==> src/sv/hhe_pkg.sv <==
// Package with shared types, constants and the static Huffman code table.
package hhe_pkg;

  localparam int unsigned OctetBits = 8;
  localparam int unsigned CodeWidth = 30;
  localparam int unsigned LenWidth  = 5;
  localparam int unsigned AccWidth  = 37;
  localparam int unsigned TotWidth  = 6;

  typedef enum logic [1:0] {
    ST_IDLE,
    ST_EMIT,
    ST_PAD
  } state_t;

  typedef struct packed {
    logic [CodeWidth-1:0] code;
    logic [LenWidth-1:0]  len;
  } code_entry_t;

  function automatic code_entry_t code_lookup(input logic [7:0] sym);
    logic [31:0] c;
    logic [4:0]  l;
    code_entry_t e;
    unique case (sym)
      8'd0: begin c = 32'h1ff8; l = 5'd13; end
      8'd1: begin c = 32'h7fffd8; l = 5'd23; end
      8'd2: begin c = 32'hfffffe2; l = 5'd28; end
      8'd3: begin c = 32'hfffffe3; l = 5'd28; end
      8'd4: begin c = 32'hfffffe4; l = 5'd28; end
      8'd5: begin c = 32'hfffffe5; l = 5'd28; end
      8'd6: begin c = 32'hfffffe6; l = 5'd28; end
      8'd7: begin c = 32'hfffffe7; l = 5'd28; end
      8'd8: begin c = 32'hfffffe8; l = 5'd28; end
      8'd9: begin c = 32'hffffea; l = 5'd24; end
      8'd10: begin c = 32'h3ffffffc; l = 5'd30; end
      8'd11: begin c = 32'hfffffe9; l = 5'd28; end
      8'd12: begin c = 32'hfffffea; l = 5'd28; end
      8'd13: begin c = 32'h3ffffffd; l = 5'd30; end
      8'd14: begin c = 32'hfffffeb; l = 5'd28; end
      8'd15: begin c = 32'hfffffec; l = 5'd28; end
      8'd16: begin c = 32'hfffffed; l = 5'd28; end
      8'd17: begin c = 32'hfffffee; l = 5'd28; end
      8'd18: begin c = 32'hfffffef; l = 5'd28; end
      8'd19: begin c = 32'hffffff0; l = 5'd28; end
      8'd20: begin c = 32'hffffff1; l = 5'd28; end
      8'd21: begin c = 32'hffffff2; l = 5'd28; end
      8'd22: begin c = 32'h3ffffffe; l = 5'd30; end
      8'd23: begin c = 32'hffffff3; l = 5'd28; end
      8'd24: begin c = 32'hffffff4; l = 5'd28; end
      8'd25: begin c = 32'hffffff5; l = 5'd28; end
      8'd26: begin c = 32'hffffff6; l = 5'd28; end
      8'd27: begin c = 32'hffffff7; l = 5'd28; end
      8'd28: begin c = 32'hffffff8; l = 5'd28; end
      8'd29: begin c = 32'hffffff9; l = 5'd28; end
      8'd30: begin c = 32'hffffffa; l = 5'd28; end
      8'd31: begin c = 32'hffffffb; l = 5'd28; end
      8'd32: begin c = 32'h14; l = 5'd6; end
      8'd33: begin c = 32'h3f8; l = 5'd10; end
      8'd34: begin c = 32'h3f9; l = 5'd10; end
      8'd35: begin c = 32'hffa; l = 5'd12; end
      8'd36: begin c = 32'h1ff9; l = 5'd13; end
      8'd37: begin c = 32'h15; l = 5'd6; end
      8'd38: begin c = 32'hf8; l = 5'd8; end
      8'd39: begin c = 32'h7fa; l = 5'd11; end
      8'd40: begin c = 32'h3fa; l = 5'd10; end
      8'd41: begin c = 32'h3fb; l = 5'd10; end
      8'd42: begin c = 32'hf9; l = 5'd8; end
      8'd43: begin c = 32'h7fb; l = 5'd11; end
      8'd44: begin c = 32'hfa; l = 5'd8; end
      8'd45: begin c = 32'h16; l = 5'd6; end
      8'd46: begin c = 32'h17; l = 5'd6; end
      8'd47: begin c = 32'h18; l = 5'd6; end
      8'd48: begin c = 32'h0; l = 5'd5; end
      8'd49: begin c = 32'h1; l = 5'd5; end
      8'd50: begin c = 32'h2; l = 5'd5; end
      8'd51: begin c = 32'h19; l = 5'd6; end
      8'd52: begin c = 32'h1a; l = 5'd6; end
      8'd53: begin c = 32'h1b; l = 5'd6; end
      8'd54: begin c = 32'h1c; l = 5'd6; end
      8'd55: begin c = 32'h1d; l = 5'd6; end
      8'd56: begin c = 32'h1e; l = 5'd6; end
      8'd57: begin c = 32'h1f; l = 5'd6; end
      8'd58: begin c = 32'h5c; l = 5'd7; end
      8'd59: begin c = 32'hfb; l = 5'd8; end
      8'd60: begin c = 32'h7ffc; l = 5'd15; end
      8'd61: begin c = 32'h20; l = 5'd6; end
      8'd62: begin c = 32'hffb; l = 5'd12; end
      8'd63: begin c = 32'h3fc; l = 5'd10; end
      8'd64: begin c = 32'h1ffa; l = 5'd13; end
      8'd65: begin c = 32'h21; l = 5'd6; end
      8'd66: begin c = 32'h5d; l = 5'd7; end
      8'd67: begin c = 32'h5e; l = 5'd7; end
      8'd68: begin c = 32'h5f; l = 5'd7; end
      8'd69: begin c = 32'h60; l = 5'd7; end
      8'd70: begin c = 32'h61; l = 5'd7; end
      8'd71: begin c = 32'h62; l = 5'd7; end
      8'd72: begin c = 32'h63; l = 5'd7; end
      8'd73: begin c = 32'h64; l = 5'd7; end
      8'd74: begin c = 32'h65; l = 5'd7; end
      8'd75: begin c = 32'h66; l = 5'd7; end
      8'd76: begin c = 32'h67; l = 5'd7; end
      8'd77: begin c = 32'h68; l = 5'd7; end
      8'd78: begin c = 32'h69; l = 5'd7; end
      8'd79: begin c = 32'h6a; l = 5'd7; end
      8'd80: begin c = 32'h6b; l = 5'd7; end
      8'd81: begin c = 32'h6c; l = 5'd7; end
      8'd82: begin c = 32'h6d; l = 5'd7; end
      8'd83: begin c = 32'h6e; l = 5'd7; end
      8'd84: begin c = 32'h6f; l = 5'd7; end
      8'd85: begin c = 32'h70; l = 5'd7; end
      8'd86: begin c = 32'h71; l = 5'd7; end
      8'd87: begin c = 32'h72; l = 5'd7; end
      8'd88: begin c = 32'hfc; l = 5'd8; end
      8'd89: begin c = 32'h73; l = 5'd7; end
      8'd90: begin c = 32'hfd; l = 5'd8; end
      8'd91: begin c = 32'h1ffb; l = 5'd13; end
      8'd92: begin c = 32'h7fff0; l = 5'd19; end
      8'd93: begin c = 32'h1ffc; l = 5'd13; end
      8'd94: begin c = 32'h3ffc; l = 5'd14; end
      8'd95: begin c = 32'h22; l = 5'd6; end
      8'd96: begin c = 32'h7ffd; l = 5'd15; end
      8'd97: begin c = 32'h3; l = 5'd5; end
      8'd98: begin c = 32'h23; l = 5'd6; end
      8'd99: begin c = 32'h4; l = 5'd5; end
      8'd100: begin c = 32'h24; l = 5'd6; end
      8'd101: begin c = 32'h5; l = 5'd5; end
      8'd102: begin c = 32'h25; l = 5'd6; end
      8'd103: begin c = 32'h26; l = 5'd6; end
      8'd104: begin c = 32'h27; l = 5'd6; end
      8'd105: begin c = 32'h6; l = 5'd5; end
      8'd106: begin c = 32'h74; l = 5'd7; end
      8'd107: begin c = 32'h75; l = 5'd7; end
      8'd108: begin c = 32'h28; l = 5'd6; end
      8'd109: begin c = 32'h29; l = 5'd6; end
      8'd110: begin c = 32'h2a; l = 5'd6; end
      8'd111: begin c = 32'h7; l = 5'd5; end
      8'd112: begin c = 32'h2b; l = 5'd6; end
      8'd113: begin c = 32'h76; l = 5'd7; end
      8'd114: begin c = 32'h2c; l = 5'd6; end
      8'd115: begin c = 32'h8; l = 5'd5; end
      8'd116: begin c = 32'h9; l = 5'd5; end
      8'd117: begin c = 32'h2d; l = 5'd6; end
      8'd118: begin c = 32'h77; l = 5'd7; end
      8'd119: begin c = 32'h78; l = 5'd7; end
      8'd120: begin c = 32'h79; l = 5'd7; end
      8'd121: begin c = 32'h7a; l = 5'd7; end
      8'd122: begin c = 32'h7b; l = 5'd7; end
      8'd123: begin c = 32'h7ffe; l = 5'd15; end
      8'd124: begin c = 32'h7fc; l = 5'd11; end
      8'd125: begin c = 32'h3ffd; l = 5'd14; end
      8'd126: begin c = 32'h1ffd; l = 5'd13; end
      8'd127: begin c = 32'hffffffc; l = 5'd28; end
      8'd128: begin c = 32'hfffe6; l = 5'd20; end
      8'd129: begin c = 32'h3fffd2; l = 5'd22; end
      8'd130: begin c = 32'hfffe7; l = 5'd20; end
      8'd131: begin c = 32'hfffe8; l = 5'd20; end
      8'd132: begin c = 32'h3fffd3; l = 5'd22; end
      8'd133: begin c = 32'h3fffd4; l = 5'd22; end
      8'd134: begin c = 32'h3fffd5; l = 5'd22; end
      8'd135: begin c = 32'h7fffd9; l = 5'd23; end
      8'd136: begin c = 32'h3fffd6; l = 5'd22; end
      8'd137: begin c = 32'h7fffda; l = 5'd23; end
      8'd138: begin c = 32'h7fffdb; l = 5'd23; end
      8'd139: begin c = 32'h7fffdc; l = 5'd23; end
      8'd140: begin c = 32'h7fffdd; l = 5'd23; end
      8'd141: begin c = 32'h7fffde; l = 5'd23; end
      8'd142: begin c = 32'hffffeb; l = 5'd24; end
      8'd143: begin c = 32'h7fffdf; l = 5'd23; end
      8'd144: begin c = 32'hffffec; l = 5'd24; end
      8'd145: begin c = 32'hffffed; l = 5'd24; end
      8'd146: begin c = 32'h3fffd7; l = 5'd22; end
      8'd147: begin c = 32'h7fffe0; l = 5'd23; end
      8'd148: begin c = 32'hffffee; l = 5'd24; end
      8'd149: begin c = 32'h7fffe1; l = 5'd23; end
      8'd150: begin c = 32'h7fffe2; l = 5'd23; end
      8'd151: begin c = 32'h7fffe3; l = 5'd23; end
      8'd152: begin c = 32'h7fffe4; l = 5'd23; end
      8'd153: begin c = 32'h1fffdc; l = 5'd21; end
      8'd154: begin c = 32'h3fffd8; l = 5'd22; end
      8'd155: begin c = 32'h7fffe5; l = 5'd23; end
      8'd156: begin c = 32'h3fffd9; l = 5'd22; end
      8'd157: begin c = 32'h7fffe6; l = 5'd23; end
      8'd158: begin c = 32'h7fffe7; l = 5'd23; end
      8'd159: begin c = 32'hffffef; l = 5'd24; end
      8'd160: begin c = 32'h3fffda; l = 5'd22; end
      8'd161: begin c = 32'h1fffdd; l = 5'd21; end
      8'd162: begin c = 32'hfffe9; l = 5'd20; end
      8'd163: begin c = 32'h3fffdb; l = 5'd22; end
      8'd164: begin c = 32'h3fffdc; l = 5'd22; end
      8'd165: begin c = 32'h7fffe8; l = 5'd23; end
      8'd166: begin c = 32'h7fffe9; l = 5'd23; end
      8'd167: begin c = 32'h1fffde; l = 5'd21; end
      8'd168: begin c = 32'h7fffea; l = 5'd23; end
      8'd169: begin c = 32'h3fffdd; l = 5'd22; end
      8'd170: begin c = 32'h3fffde; l = 5'd22; end
      8'd171: begin c = 32'hfffff0; l = 5'd24; end
      8'd172: begin c = 32'h1fffdf; l = 5'd21; end
      8'd173: begin c = 32'h3fffdf; l = 5'd22; end
      8'd174: begin c = 32'h7fffeb; l = 5'd23; end
      8'd175: begin c = 32'h7fffec; l = 5'd23; end
      8'd176: begin c = 32'h1fffe0; l = 5'd21; end
      8'd177: begin c = 32'h1fffe1; l = 5'd21; end
      8'd178: begin c = 32'h3fffe0; l = 5'd22; end
      8'd179: begin c = 32'h1fffe2; l = 5'd21; end
      8'd180: begin c = 32'h7fffed; l = 5'd23; end
      8'd181: begin c = 32'h3fffe1; l = 5'd22; end
      8'd182: begin c = 32'h7fffee; l = 5'd23; end
      8'd183: begin c = 32'h7fffef; l = 5'd23; end
      8'd184: begin c = 32'hfffea; l = 5'd20; end
      8'd185: begin c = 32'h3fffe2; l = 5'd22; end
      8'd186: begin c = 32'h3fffe3; l = 5'd22; end
      8'd187: begin c = 32'h3fffe4; l = 5'd22; end
      8'd188: begin c = 32'h7ffff0; l = 5'd23; end
      8'd189: begin c = 32'h3fffe5; l = 5'd22; end
      8'd190: begin c = 32'h3fffe6; l = 5'd22; end
      8'd191: begin c = 32'h7ffff1; l = 5'd23; end
      8'd192: begin c = 32'h3ffffe0; l = 5'd26; end
      8'd193: begin c = 32'h3ffffe1; l = 5'd26; end
      8'd194: begin c = 32'hfffeb; l = 5'd20; end
      8'd195: begin c = 32'h7fff1; l = 5'd19; end
      8'd196: begin c = 32'h3fffe7; l = 5'd22; end
      8'd197: begin c = 32'h7ffff2; l = 5'd23; end
      8'd198: begin c = 32'h3fffe8; l = 5'd22; end
      8'd199: begin c = 32'h1ffffec; l = 5'd25; end
      8'd200: begin c = 32'h3ffffe2; l = 5'd26; end
      8'd201: begin c = 32'h3ffffe3; l = 5'd26; end
      8'd202: begin c = 32'h3ffffe4; l = 5'd26; end
      8'd203: begin c = 32'h7ffffde; l = 5'd27; end
      8'd204: begin c = 32'h7ffffdf; l = 5'd27; end
      8'd205: begin c = 32'h3ffffe5; l = 5'd26; end
      8'd206: begin c = 32'hfffff1; l = 5'd24; end
      8'd207: begin c = 32'h1ffffed; l = 5'd25; end
      8'd208: begin c = 32'h7fff2; l = 5'd19; end
      8'd209: begin c = 32'h1fffe3; l = 5'd21; end
      8'd210: begin c = 32'h3ffffe6; l = 5'd26; end
      8'd211: begin c = 32'h7ffffe0; l = 5'd27; end
      8'd212: begin c = 32'h7ffffe1; l = 5'd27; end
      8'd213: begin c = 32'h3ffffe7; l = 5'd26; end
      8'd214: begin c = 32'h7ffffe2; l = 5'd27; end
      8'd215: begin c = 32'hfffff2; l = 5'd24; end
      8'd216: begin c = 32'h1fffe4; l = 5'd21; end
      8'd217: begin c = 32'h1fffe5; l = 5'd21; end
      8'd218: begin c = 32'h3ffffe8; l = 5'd26; end
      8'd219: begin c = 32'h3ffffe9; l = 5'd26; end
      8'd220: begin c = 32'hffffffd; l = 5'd28; end
      8'd221: begin c = 32'h7ffffe3; l = 5'd27; end
      8'd222: begin c = 32'h7ffffe4; l = 5'd27; end
      8'd223: begin c = 32'h7ffffe5; l = 5'd27; end
      8'd224: begin c = 32'hfffec; l = 5'd20; end
      8'd225: begin c = 32'hfffff3; l = 5'd24; end
      8'd226: begin c = 32'hfffed; l = 5'd20; end
      8'd227: begin c = 32'h1fffe6; l = 5'd21; end
      8'd228: begin c = 32'h3fffe9; l = 5'd22; end
      8'd229: begin c = 32'h1fffe7; l = 5'd21; end
      8'd230: begin c = 32'h1fffe8; l = 5'd21; end
      8'd231: begin c = 32'h7ffff3; l = 5'd23; end
      8'd232: begin c = 32'h3fffea; l = 5'd22; end
      8'd233: begin c = 32'h3fffeb; l = 5'd22; end
      8'd234: begin c = 32'h1ffffee; l = 5'd25; end
      8'd235: begin c = 32'h1ffffef; l = 5'd25; end
      8'd236: begin c = 32'hfffff4; l = 5'd24; end
      8'd237: begin c = 32'hfffff5; l = 5'd24; end
      8'd238: begin c = 32'h3ffffea; l = 5'd26; end
      8'd239: begin c = 32'h7ffff4; l = 5'd23; end
      8'd240: begin c = 32'h3ffffeb; l = 5'd26; end
      8'd241: begin c = 32'h7ffffe6; l = 5'd27; end
      8'd242: begin c = 32'h3ffffec; l = 5'd26; end
      8'd243: begin c = 32'h3ffffed; l = 5'd26; end
      8'd244: begin c = 32'h7ffffe7; l = 5'd27; end
      8'd245: begin c = 32'h7ffffe8; l = 5'd27; end
      8'd246: begin c = 32'h7ffffe9; l = 5'd27; end
      8'd247: begin c = 32'h7ffffea; l = 5'd27; end
      8'd248: begin c = 32'h7ffffeb; l = 5'd27; end
      8'd249: begin c = 32'hffffffe; l = 5'd28; end
      8'd250: begin c = 32'h7ffffec; l = 5'd27; end
      8'd251: begin c = 32'h7ffffed; l = 5'd27; end
      8'd252: begin c = 32'h7ffffee; l = 5'd27; end
      8'd253: begin c = 32'h7ffffef; l = 5'd27; end
      8'd254: begin c = 32'h7fffff0; l = 5'd27; end
      default: begin c = 32'h3ffffee; l = 5'd26; end
    endcase
    e.code = c[CodeWidth-1:0];
    e.len  = l;
    return e;
  endfunction

endpackage

==> src/sv/hhe_shifter.sv <==
// Bit accumulator: loads carry plus code, then peels one octet per step.
module hhe_shifter (
  input  logic                         clk,
  input  logic                         load,
  input  logic                         step,
  input  logic [6:0]                   carry_bits,
  input  logic [2:0]                   carry_count,
  input  hhe_pkg::code_entry_t         entry,
  output logic [hhe_pkg::TotWidth-1:0] total,
  output logic [7:0]                   octet,
  output logic [7:0]                   pad_octet,
  output logic [6:0]                   rem_bits
);
  import hhe_pkg::*;

  logic [AccWidth-1:0] acc;
  logic [AccWidth-1:0] acc_next;
  logic [TotWidth-1:0] total_next;
  logic [TotWidth-1:0] tot_sub;
  logic [AccWidth-1:0] shifted;
  logic [2:0]          rem_n;
  logic [7:0]          ones_mask;

  assign tot_sub = total - TotWidth'(OctetBits);
  assign shifted = acc >> tot_sub;
  assign octet   = shifted[7:0];
  assign rem_n   = total[2:0];
  assign rem_bits = acc[6:0] & ((7'd1 << rem_n) - 7'd1);
  // Remaining bits move to the top of the octet, ones fill the rest.
  assign ones_mask = (8'd1 << (4'd8 - {1'b0, rem_n})) - 8'd1;
  assign pad_octet = ({1'b0, rem_bits} << (4'd8 - {1'b0, rem_n})) | ones_mask;

  always_comb begin
    acc_next   = acc;
    total_next = total;
    if (load) begin
      acc_next   = (AccWidth'(carry_bits) << entry.len) | AccWidth'(entry.code);
      total_next = TotWidth'(carry_count) + TotWidth'(entry.len);
    end else if (step) begin
      total_next = tot_sub;
    end
  end

  always_ff @(posedge clk) begin
    acc   <= acc_next;
    total <= total_next;
  end
endmodule

==> config.mk <==
export PLATFORM = sky130hd
export DESIGN_NAME = hhe_shifter
export DESIGN_NICKNAME = d
export VERILOG_FILES = /design/src/sv/hhe_pkg.sv /design/src/sv/hhe_shifter.sv
export SDC_FILE = /design/constraint.sdc
export NUM_CORES = 1
export LEC_CHECK = 0
export CAP_MARGIN = 10
export CORE_UTILIZATION = 45
export CTS_BUF_LIST = sky130_fd_sc_hd__clkbuf_8
export DETAILED_ROUTE_END_ITERATION = 16
export DONT_BUFFER_PORTS = 1
export GPL_ROUTABILITY_DRIVEN = 0
export MAX_ROUTING_LAYER = met4
export PLACE_DENSITY = 0.62
export SLEW_MARGIN = 0
export SYNTH_ARGS = -nofsm -noshare
export SYNTH_HDL_FRONTEND = slang
export SYNTH_SLANG_ARGS = --single-unit
==> constraint.sdc <==
create_clock -name clk -period 11.1 [get_ports clk]
set_input_delay 2.22 -clock clk [delete_from_list [all_inputs] [get_ports clk]]
set_output_delay 2.22 -clock clk [all_outputs]
set_load 0.1 [all_outputs]
Word level (Yosys, flattened, before mapping)
Index checks and enable logic that the tools add are counted.

$add $sub $neg: 5. Div/mod/pow operators: 0. Shifts and indexed selects: 5. Reductions and logical operators: 1. Bitwise gates (word level): 3. Mux-type cells: 2. Magnitude comparators: 0. Multipliers: 0. Eq/ne operators: 0.

Operators with widths (count): $or A37 B30 Y37 (1); $shl A7 B5 Y37 (1); $shr A37 B6 Y8 (1); $mux W6 (2); $or A8 B8 Y8 (1); $shl A1 B4 Y8 const A (1); $shl A7 B4 Y8 (1); $sub A8 B1 Y8 const B (1); $and A7 B7 Y7 (1); $shl A1 B3 Y7 const A (1); $sub A7 B1 Y7 const B (1); $add A3 B5 Y6 (1); $sub A6 B4 Y6 const B (1); $sub A4 B3 Y4 const A (1); $reduce_bool A2 Y1 (1).

Memories kept: 0. Bits in writable memories: 0. ROM bits: 0. Latch bits: 0. Word-level logic and storage cells: 18. Register bits: 43. Output and inout bits: 29.

Longest topological paths before layout
Gate-level depths: netlist of the first run.

Depth after elaboration: 5. Depth in mapped cells: 14. Depth with buffers taken out: 11.

Least setup slack after synthesis of the first run
OpenSTA, ideal clock, no wires.

Kind: reg-to-output. Start: register total[0] in the netlist's numbering. End: output pad_octet[2]. Cell stages (with the launch flop): 13. Arrival: 6.563 ns. Slack: 2.317 ns. Cell sequence: edfxtp_1 > buf_6 > buf_6 > clkinv_1 > ha_1 > ha_1 > inv_1 > ha_1 > nor2b_1 > nor3b_1 > a211o_1 > o21ai_0 > o21ai_0.

Cells in the longest elaborated chain, start to end: 5. Elaborated cells between the ends (all ways): 8. Those cells by class: add/sub: 3; shift: 3; bitwise: 2.

RTL lines: start, declared (RTL line hhe_shifter.sv:9) `output logic [hhe_pkg::TotWidth-1:0] total,`; start signal, assigned (RTL line hhe_shifter.sv:46) `total <= total_next;`; $shl A1 B3 Y7 (RTL line hhe_shifter.sv:28) `assign rem_bits = acc[6:0] & ((7'd1 << rem_n) - 7'd1);`; $sub A7 B1 Y7 (RTL line hhe_shifter.sv:28); $and A7 B7 Y7 (RTL line hhe_shifter.sv:28); named net rem_bits[1] (RTL line hhe_shifter.sv:12) `output logic [6:0] rem_bits`; $shl A7 B4 Y8 (RTL line hhe_shifter.sv:31) `assign pad_octet = ({1'b0, rem_bits} << (4'd8 - {1'b0, rem_n})) | ones_mask;`; $or A8 B8 Y8 (RTL line hhe_shifter.sv:31); end, declared (RTL line hhe_shifter.sv:11) `output logic [7:0] pad_octet,`.

The timed path passes the listed nets, and every way through them passes these cells.

Worst setup path after layout of the first run
Start: register total[0] in the netlist's numbering. End: output pad_octet[7].

The elaborated chain is that of the path after synthesis.

==> results of run 1 <==
## layer usage
metal  GRT usage  vias up  wire length, µm
li1            -     1769                -
met1      0.3486     1790             5623
met2      0.3703      179             5516
met3     0.02576       14              799
met4     0.06484        0              174
met5           -        -                0
## power by group
part / internal [W] / total, W / switching (W)
registers: 0.000197 / 0.000224 / 0.0000267
logic: 0.000139 / 0.000524 / 0.000385
clock network: 0.0000430 / 0.0000934 / 0.0000504
## layout make-up
cell class                 instances  area [µm²]
fill                             963        5087
multi-input combinational        379        3030
sequential                        43        1291
tap                              133       166.4
timing repair buffer              10       95.09
clock buffer                       5       68.82
inverter                          17       63.81
clock inverter                     3       16.27
## cell families (layout without fill, tap and decap cells)
group,count (synthesis),in the layout,share of synthesized area
flip-flops,43,43,0.2829
buffers and inverters,55,35,0.07291
multiplexers,75,75,0.2368
XOR/XNOR,8,8,0.01535
AND/OR/NAND/NOR,142,142,0.1450
adder cells (fa/ha/maj),15,15,0.04276
AO/OA/AOI/OAI,139,139,0.2042
## worst paths after layout
check                               endpoint  cells past startpoint      from  slack [ps]
worst max register to register      total[4]                      3  total[4]        8650
worst min register to register      total[3]                      4  total[3]        1120
worst max-delay path            pad_octet[7]                     11  total[0]        3630
worst min-delay path                total[3]                      4  total[3]        1120
## stage by stage
stage,worst slack (ps),hold slack (ps)
after floorplan,2317,1357
after global placement,4058,1091
after detailed placement,3980,1109
after CTS,3634,1131
after global routing,3291,1214
final,3631,1124
## registers in the layout, summed over array words and instances, names as in the netlist
signal and count:
total 6, acc 37
## worst min-delay path: stages, from the launching register on
cell	delay (ps)
edfxtp_1	360
buf_4	300
nor2_1	170
a21oi_1	40
a21oi_1	140
## layout by cell type, fill, tap and decap left out, types with 14 or more instances in the layout
cell and instances:
ha_1 14, inv_1 15, nor2_1 48, edfxtp_1 43, a21oi_1 33, mux4_2 16, nand2_1 42, o21ai_0 21
mux2i_1 39
==> flow_summary.yaml, run 1 <==
placed_design:
  post-dp-hpwl_mm: 9.436
  io_buffers: 0
  place_area_um2: 4647
  place_inst: 582
sta:
  worstMarginPinSlew_ps: 1225
  report.final.setup_viol: 0
  rsz0062_at_grt: "no"
  skew_ps: 0.5272
  finalHoldViolations: 0
  fin_crit_sh: 0.6728
  setup_tns_ps: 0
  period_needed_ps: 7469
  fmax_mhz: 133.9
  slew_headroom: 0.1838
  drv_slew: 0
die:
  initial_core_util: 0.4648
  dieArea_um2: 10550
  die_w_um: 102.7
  die_h_um: 102.7
  pin_count: 77
  fp-row-count: 36
  core-area_um2: 9819
final_layout:
  final_cells: 590
  postLayoutCoreUtil: 0.4819
  synthToLayoutAreaGrowth_pct: 3.673
  fin_area_um2: 4732
  nets: 519
  antenna_cells: 0
  drive_above_1_share: 0.1466
routing:
  avgViaCountPerCell: 6.359
  wl_per_cell_um: 20.53
  vias: 3752
  drtIter0Drc: 253
  routed_wl_mm: 12.11
  dr.pass1.iters: 4
  drtAntennaViolNets: 0
  route.detailed.drc: 0
pwr:
  power_density_nw_per_um2: 177.8
  power.total_w: 0.0008415
  ir_drop_v: 0.0001397
  leakagePower_nw: 1.816
yosys:
  synth_warnings: 0
  synth_area_um2: 4564
  synth_common_cells: "48 x nor2_1, 43 x edfxtp_1, 42 x nand2_1"
  yosysTopAreaCellShare: 0.2829
  synth-async-reset-ratio: 0
  yosys_most_used_dff: "edfxtp_1"
  synth_cell_type_count: 64
  synth_edf_count: 43
  synth_nets: 540
  synth_area_leader_cell: "edfxtp_1"
  netlist_instances: 477
  syn_avg_cell_area_um2: 9.569
  yosysMostFrequentCell: "nor2_1"
  ys_seq_elements: 43
  synthTopCellsByArea: "edfxtp_1 28%, mux2i_1 8.6%, mux4_2 7.9%"
  seq_area_frac_synth: 0.2829
critical_path:
  arrival_ps: 5250
  worstPathCellList: "buf_4 > clkinv_1 > ha_1 > ha_1 > inv_1 > ha_1 > xnor2_1 > and2_1 > mux2_2 > o21ai_0 > a32oi_2"
  critPathTopFamily: "buffers and inverters"
  end_kind: "output port"
  worstSetupStartpointType: "flip-flop"
  cpMostUsedCell: "ha_1"
  critPathBufInv: 3
  critical_path_required_ps: 8880
  crit_path_max_incr_delay_ps: 1060
  path_class: "flip-flop to output port"
  cp_max_fo: 61
  critPathSlowestCell: "a32oi_2"
clocking:
  post_cts.repair.setup_buffers: 0
  cts_made_buffers: 5
  htree_levels: 2
  ctsHoldBuffers: 0
  cts.path.max_buffers: 2
  cts.sinks: 43
  path_clk_slew_ps: 80
  root_buffer: "clkbuf_8"
  clkLatencyLatePin_ps: 290
  cts_resized: 0
  cts_tree: "built"
outcome:
  status: "finished clean"
grt:
  first_global_vias: 3435
  grt_max_degree: 62
  grt_antenna_before_repair: 0
  track_usage: 0.2445
  grt_remaining_overflow: 0
  grt_pass1_wl_mm: 18.89
hold_path:
  hp-class: "flip-flop to flip-flop"
flow_run:
  cap_violations: 0
Note: power is estimated with default switching activity, not from simulation.
==> run 2: changes to the inputs <==
--- a/config.mk
+++ b/config.mk
@@ -12,7 +12,7 @@
 export DONT_BUFFER_PORTS = 1
 export GPL_ROUTABILITY_DRIVEN = 0
 export MAX_ROUTING_LAYER = met4
-export PLACE_DENSITY = 0.62
+export PLACE_DENSITY = 0.64
 export SLEW_MARGIN = 0
 export SYNTH_ARGS = -nofsm -noshare
 export SYNTH_HDL_FRONTEND = slang
==> constraint.sdc (replaced) <==
create_clock -name clk -period 6.5 [get_ports clk]
set_input_delay 1.3 -clock clk [delete_from_list [all_inputs] [get_ports clk]]
set_output_delay 1.3 -clock clk [all_outputs]
set_load 0.1 [all_outputs]
==> run 2 against run 1 <==
Non-clock buffer count is 11 higher. Critical path depth unchanged. Clock-buffer cell count unchanged. Largest cell class unchanged. Critical path type unchanged. Sequential power rose by 67%. Cell count up 1.9%.
==> flow_summary.yaml, run 2 (synthesis results as in run 1) <==
critical_path:
  cp_max_fo: 16
  worstSetupStartpointType: "flip-flop"
  startpoint: "total[0]"
  cp-endpoint: "pad_octet[6]"
  r2r-start: "total[3]"
  path_class: "flip-flop to output port"
  reg2regPathDepth: 4
  ff2ff_setup_slack_ps: 4180
  arrival_ps: 4130
  critical_path_required_ps: 5200
  end_kind: "output port"
  rr_endpoint: "total[4]"
sta:
  worstMarginPinSlew_ps: 1188
  finalHoldViolations: 0
  fin_crit_sh: 0.8350
  period_needed_ps: 5427
  skew_ps: 0.1401
  finalWorstSetupSlack_ps: 1073
  drv_slew: 0
  whs_ps: 1115
  report.final.setup_viol: 0
  slew_headroom: 0.2087
  fmax_mhz: 184.3
  rsz0062_at_grt: "no"
outcome:
  status: "finished clean"
placed_design:
  place_area_um2: 4750
  place_inst: 593
  io_buffers: 0
  post-dp-hpwl_mm: 9.476
  dpl_worst_slack_ps: 1494
hold_path:
  hp-class: "input pin to flip-flop"
routing:
  wl_per_cell_um: 20.22
  route.met3.wl_mm: 1.026
  routed_wl_mm: 12.16
  route.detailed.drc: 0
  met2_length_mm: 5.444
  top_layer_used: "met4"
  drtAntennaViolNets: 0
  drtIter0Drc: 270
  vias: 3812
  avgViaCountPerCell: 6.343
  wl_met1_mm: 5.381
  dr.pass1.iters: 4
clocking:
  cts.path.max_buffers: 2
  path_clk_slew_ps: 80
  htree_levels: 2
  clkLatencyLatePin_ps: 290
  cts_tree: "built"
  post_cts.repair.setup_buffers: 0
  ctsHoldBuffers: 0
  cts_resized: 0
  cts_made_buffers: 5
  root_buffer: "clkbuf_8"
  cts.sinks: 43
final_layout:
  n_fill_cell: 948
  drive_above_1_share: 0.1670
  layout_common_cells: "48 x nor2_1, 43 x edfxtp_1, 42 x nand2_1, 39 x mux2i_1, 33 x a21oi_1"
  fin_area_um2: 4858
  largest_reg_flops: 37
  nets: 530
  final_common_cell: "nor2_1"
  synthToLayoutAreaGrowth_pct: 6.442
  final_cells: 601
  top_regs: "acc x37, total x6"
  top_register: "acc"
die:
  initial_core_util: 0.4648
  pin_count: 77
  die_h_um: 102.7
  fp-row-count: 36
  core-area_um2: 9819
  dieArea_um2: 10550
  die_w_um: 102.7
pwr:
  power_density_nw_per_um2: 309.0
  clock_power_share: 0.134
  ir_drop_v: 0.0001972
  internal_power_w: 0.0007090
  p_sw_w: 0.0007922
  combinationalPowerShare: 0.618
  power.total_w: 0.001501
  p_sw_frac: 0.5277
  seq_power_share: 0.248
  leakagePower_nw: 1.880
grt:
  grt_remaining_overflow: 0
  grt_pass1_wl_mm: 19.34
  grt_max_degree: 50
  grt_antenna_before_repair: 1
  first_global_vias: 3626
  track_usage: 0.2485
flow_run:
  cap_violations: 0
[run 2: how the worst min path moves through the flow]
| stage | startpoint | end | depth (start not counted) | slack [ps] |
|---|---|---|---|---|
| after floorplan | total[5] | total[5] | 2 | 1360 |
| after global placement | total[3] | total[3] | 4 | 1090 |
| after detailed placement | total[3] | total[3] | 4 | 1120 |
| after CTS | load | acc[33] | 0 | 1110 |
| after global routing | load | acc[34] | 0 | 1100 |
| final | load | acc[34] | 0 | 1120 |
[run 2: area by class of cell]
class | count | area (µm²) | area share
Antenna cell | 1 | 2.502 | 0.0005151
Multi-Input combinational cell | 379 | 3030 | 0.6237
Sequential cell | 43 | 1291 | 0.2658
Timing Repair Buffer | 21 | 197.7 | 0.04069
Tap cell | 133 | 166.4 | 0.03425
Clock buffer | 5 | 68.82 | 0.01416
Inverter | 17 | 63.81 | 0.01313
Clock inverter | 2 | 37.54 | 0.007726
[run 2: critical path, stage by stage, from the launching register on]
cell and delay [ps]:
edfxtp_1 700, clkinv_1 420, ha_1 390, ha_1 410, nor2_1 370, nand2_1 100
ha_1 300, nand2_1 110, o21ai_0 90, a221oi_1 500, o311ai_4 160, buf_4 270
[run 2: stage by stage]
stage               TNS [ps]  utilization
finish                     0       0.4948
global route               0       0.4948
CTS                        0       0.4945
detailed placement         0       0.4837
global placement           0       0.4837
floorplan             -132.0            -
[run 2: power by group through the flow]
stage	registers [W]	clock network, W	logic [W]
floorplan	0.000398	0	0.000745
global placement	0.000377	0	0.000915
detailed placement	0.000379	0	0.000920
CTS	0.000372	0.000203	0.000923
global route	0.000376	0.000217	0.000977
finish	0.000373	0.000201	0.000927
[run 2: metal layers]
layer,up-vias,global-route usage
met3,31,0.03458
met5,-,-
met4,0,0.08681
li1,1791,-
met2,198,0.3749
met1,1792,0.3421
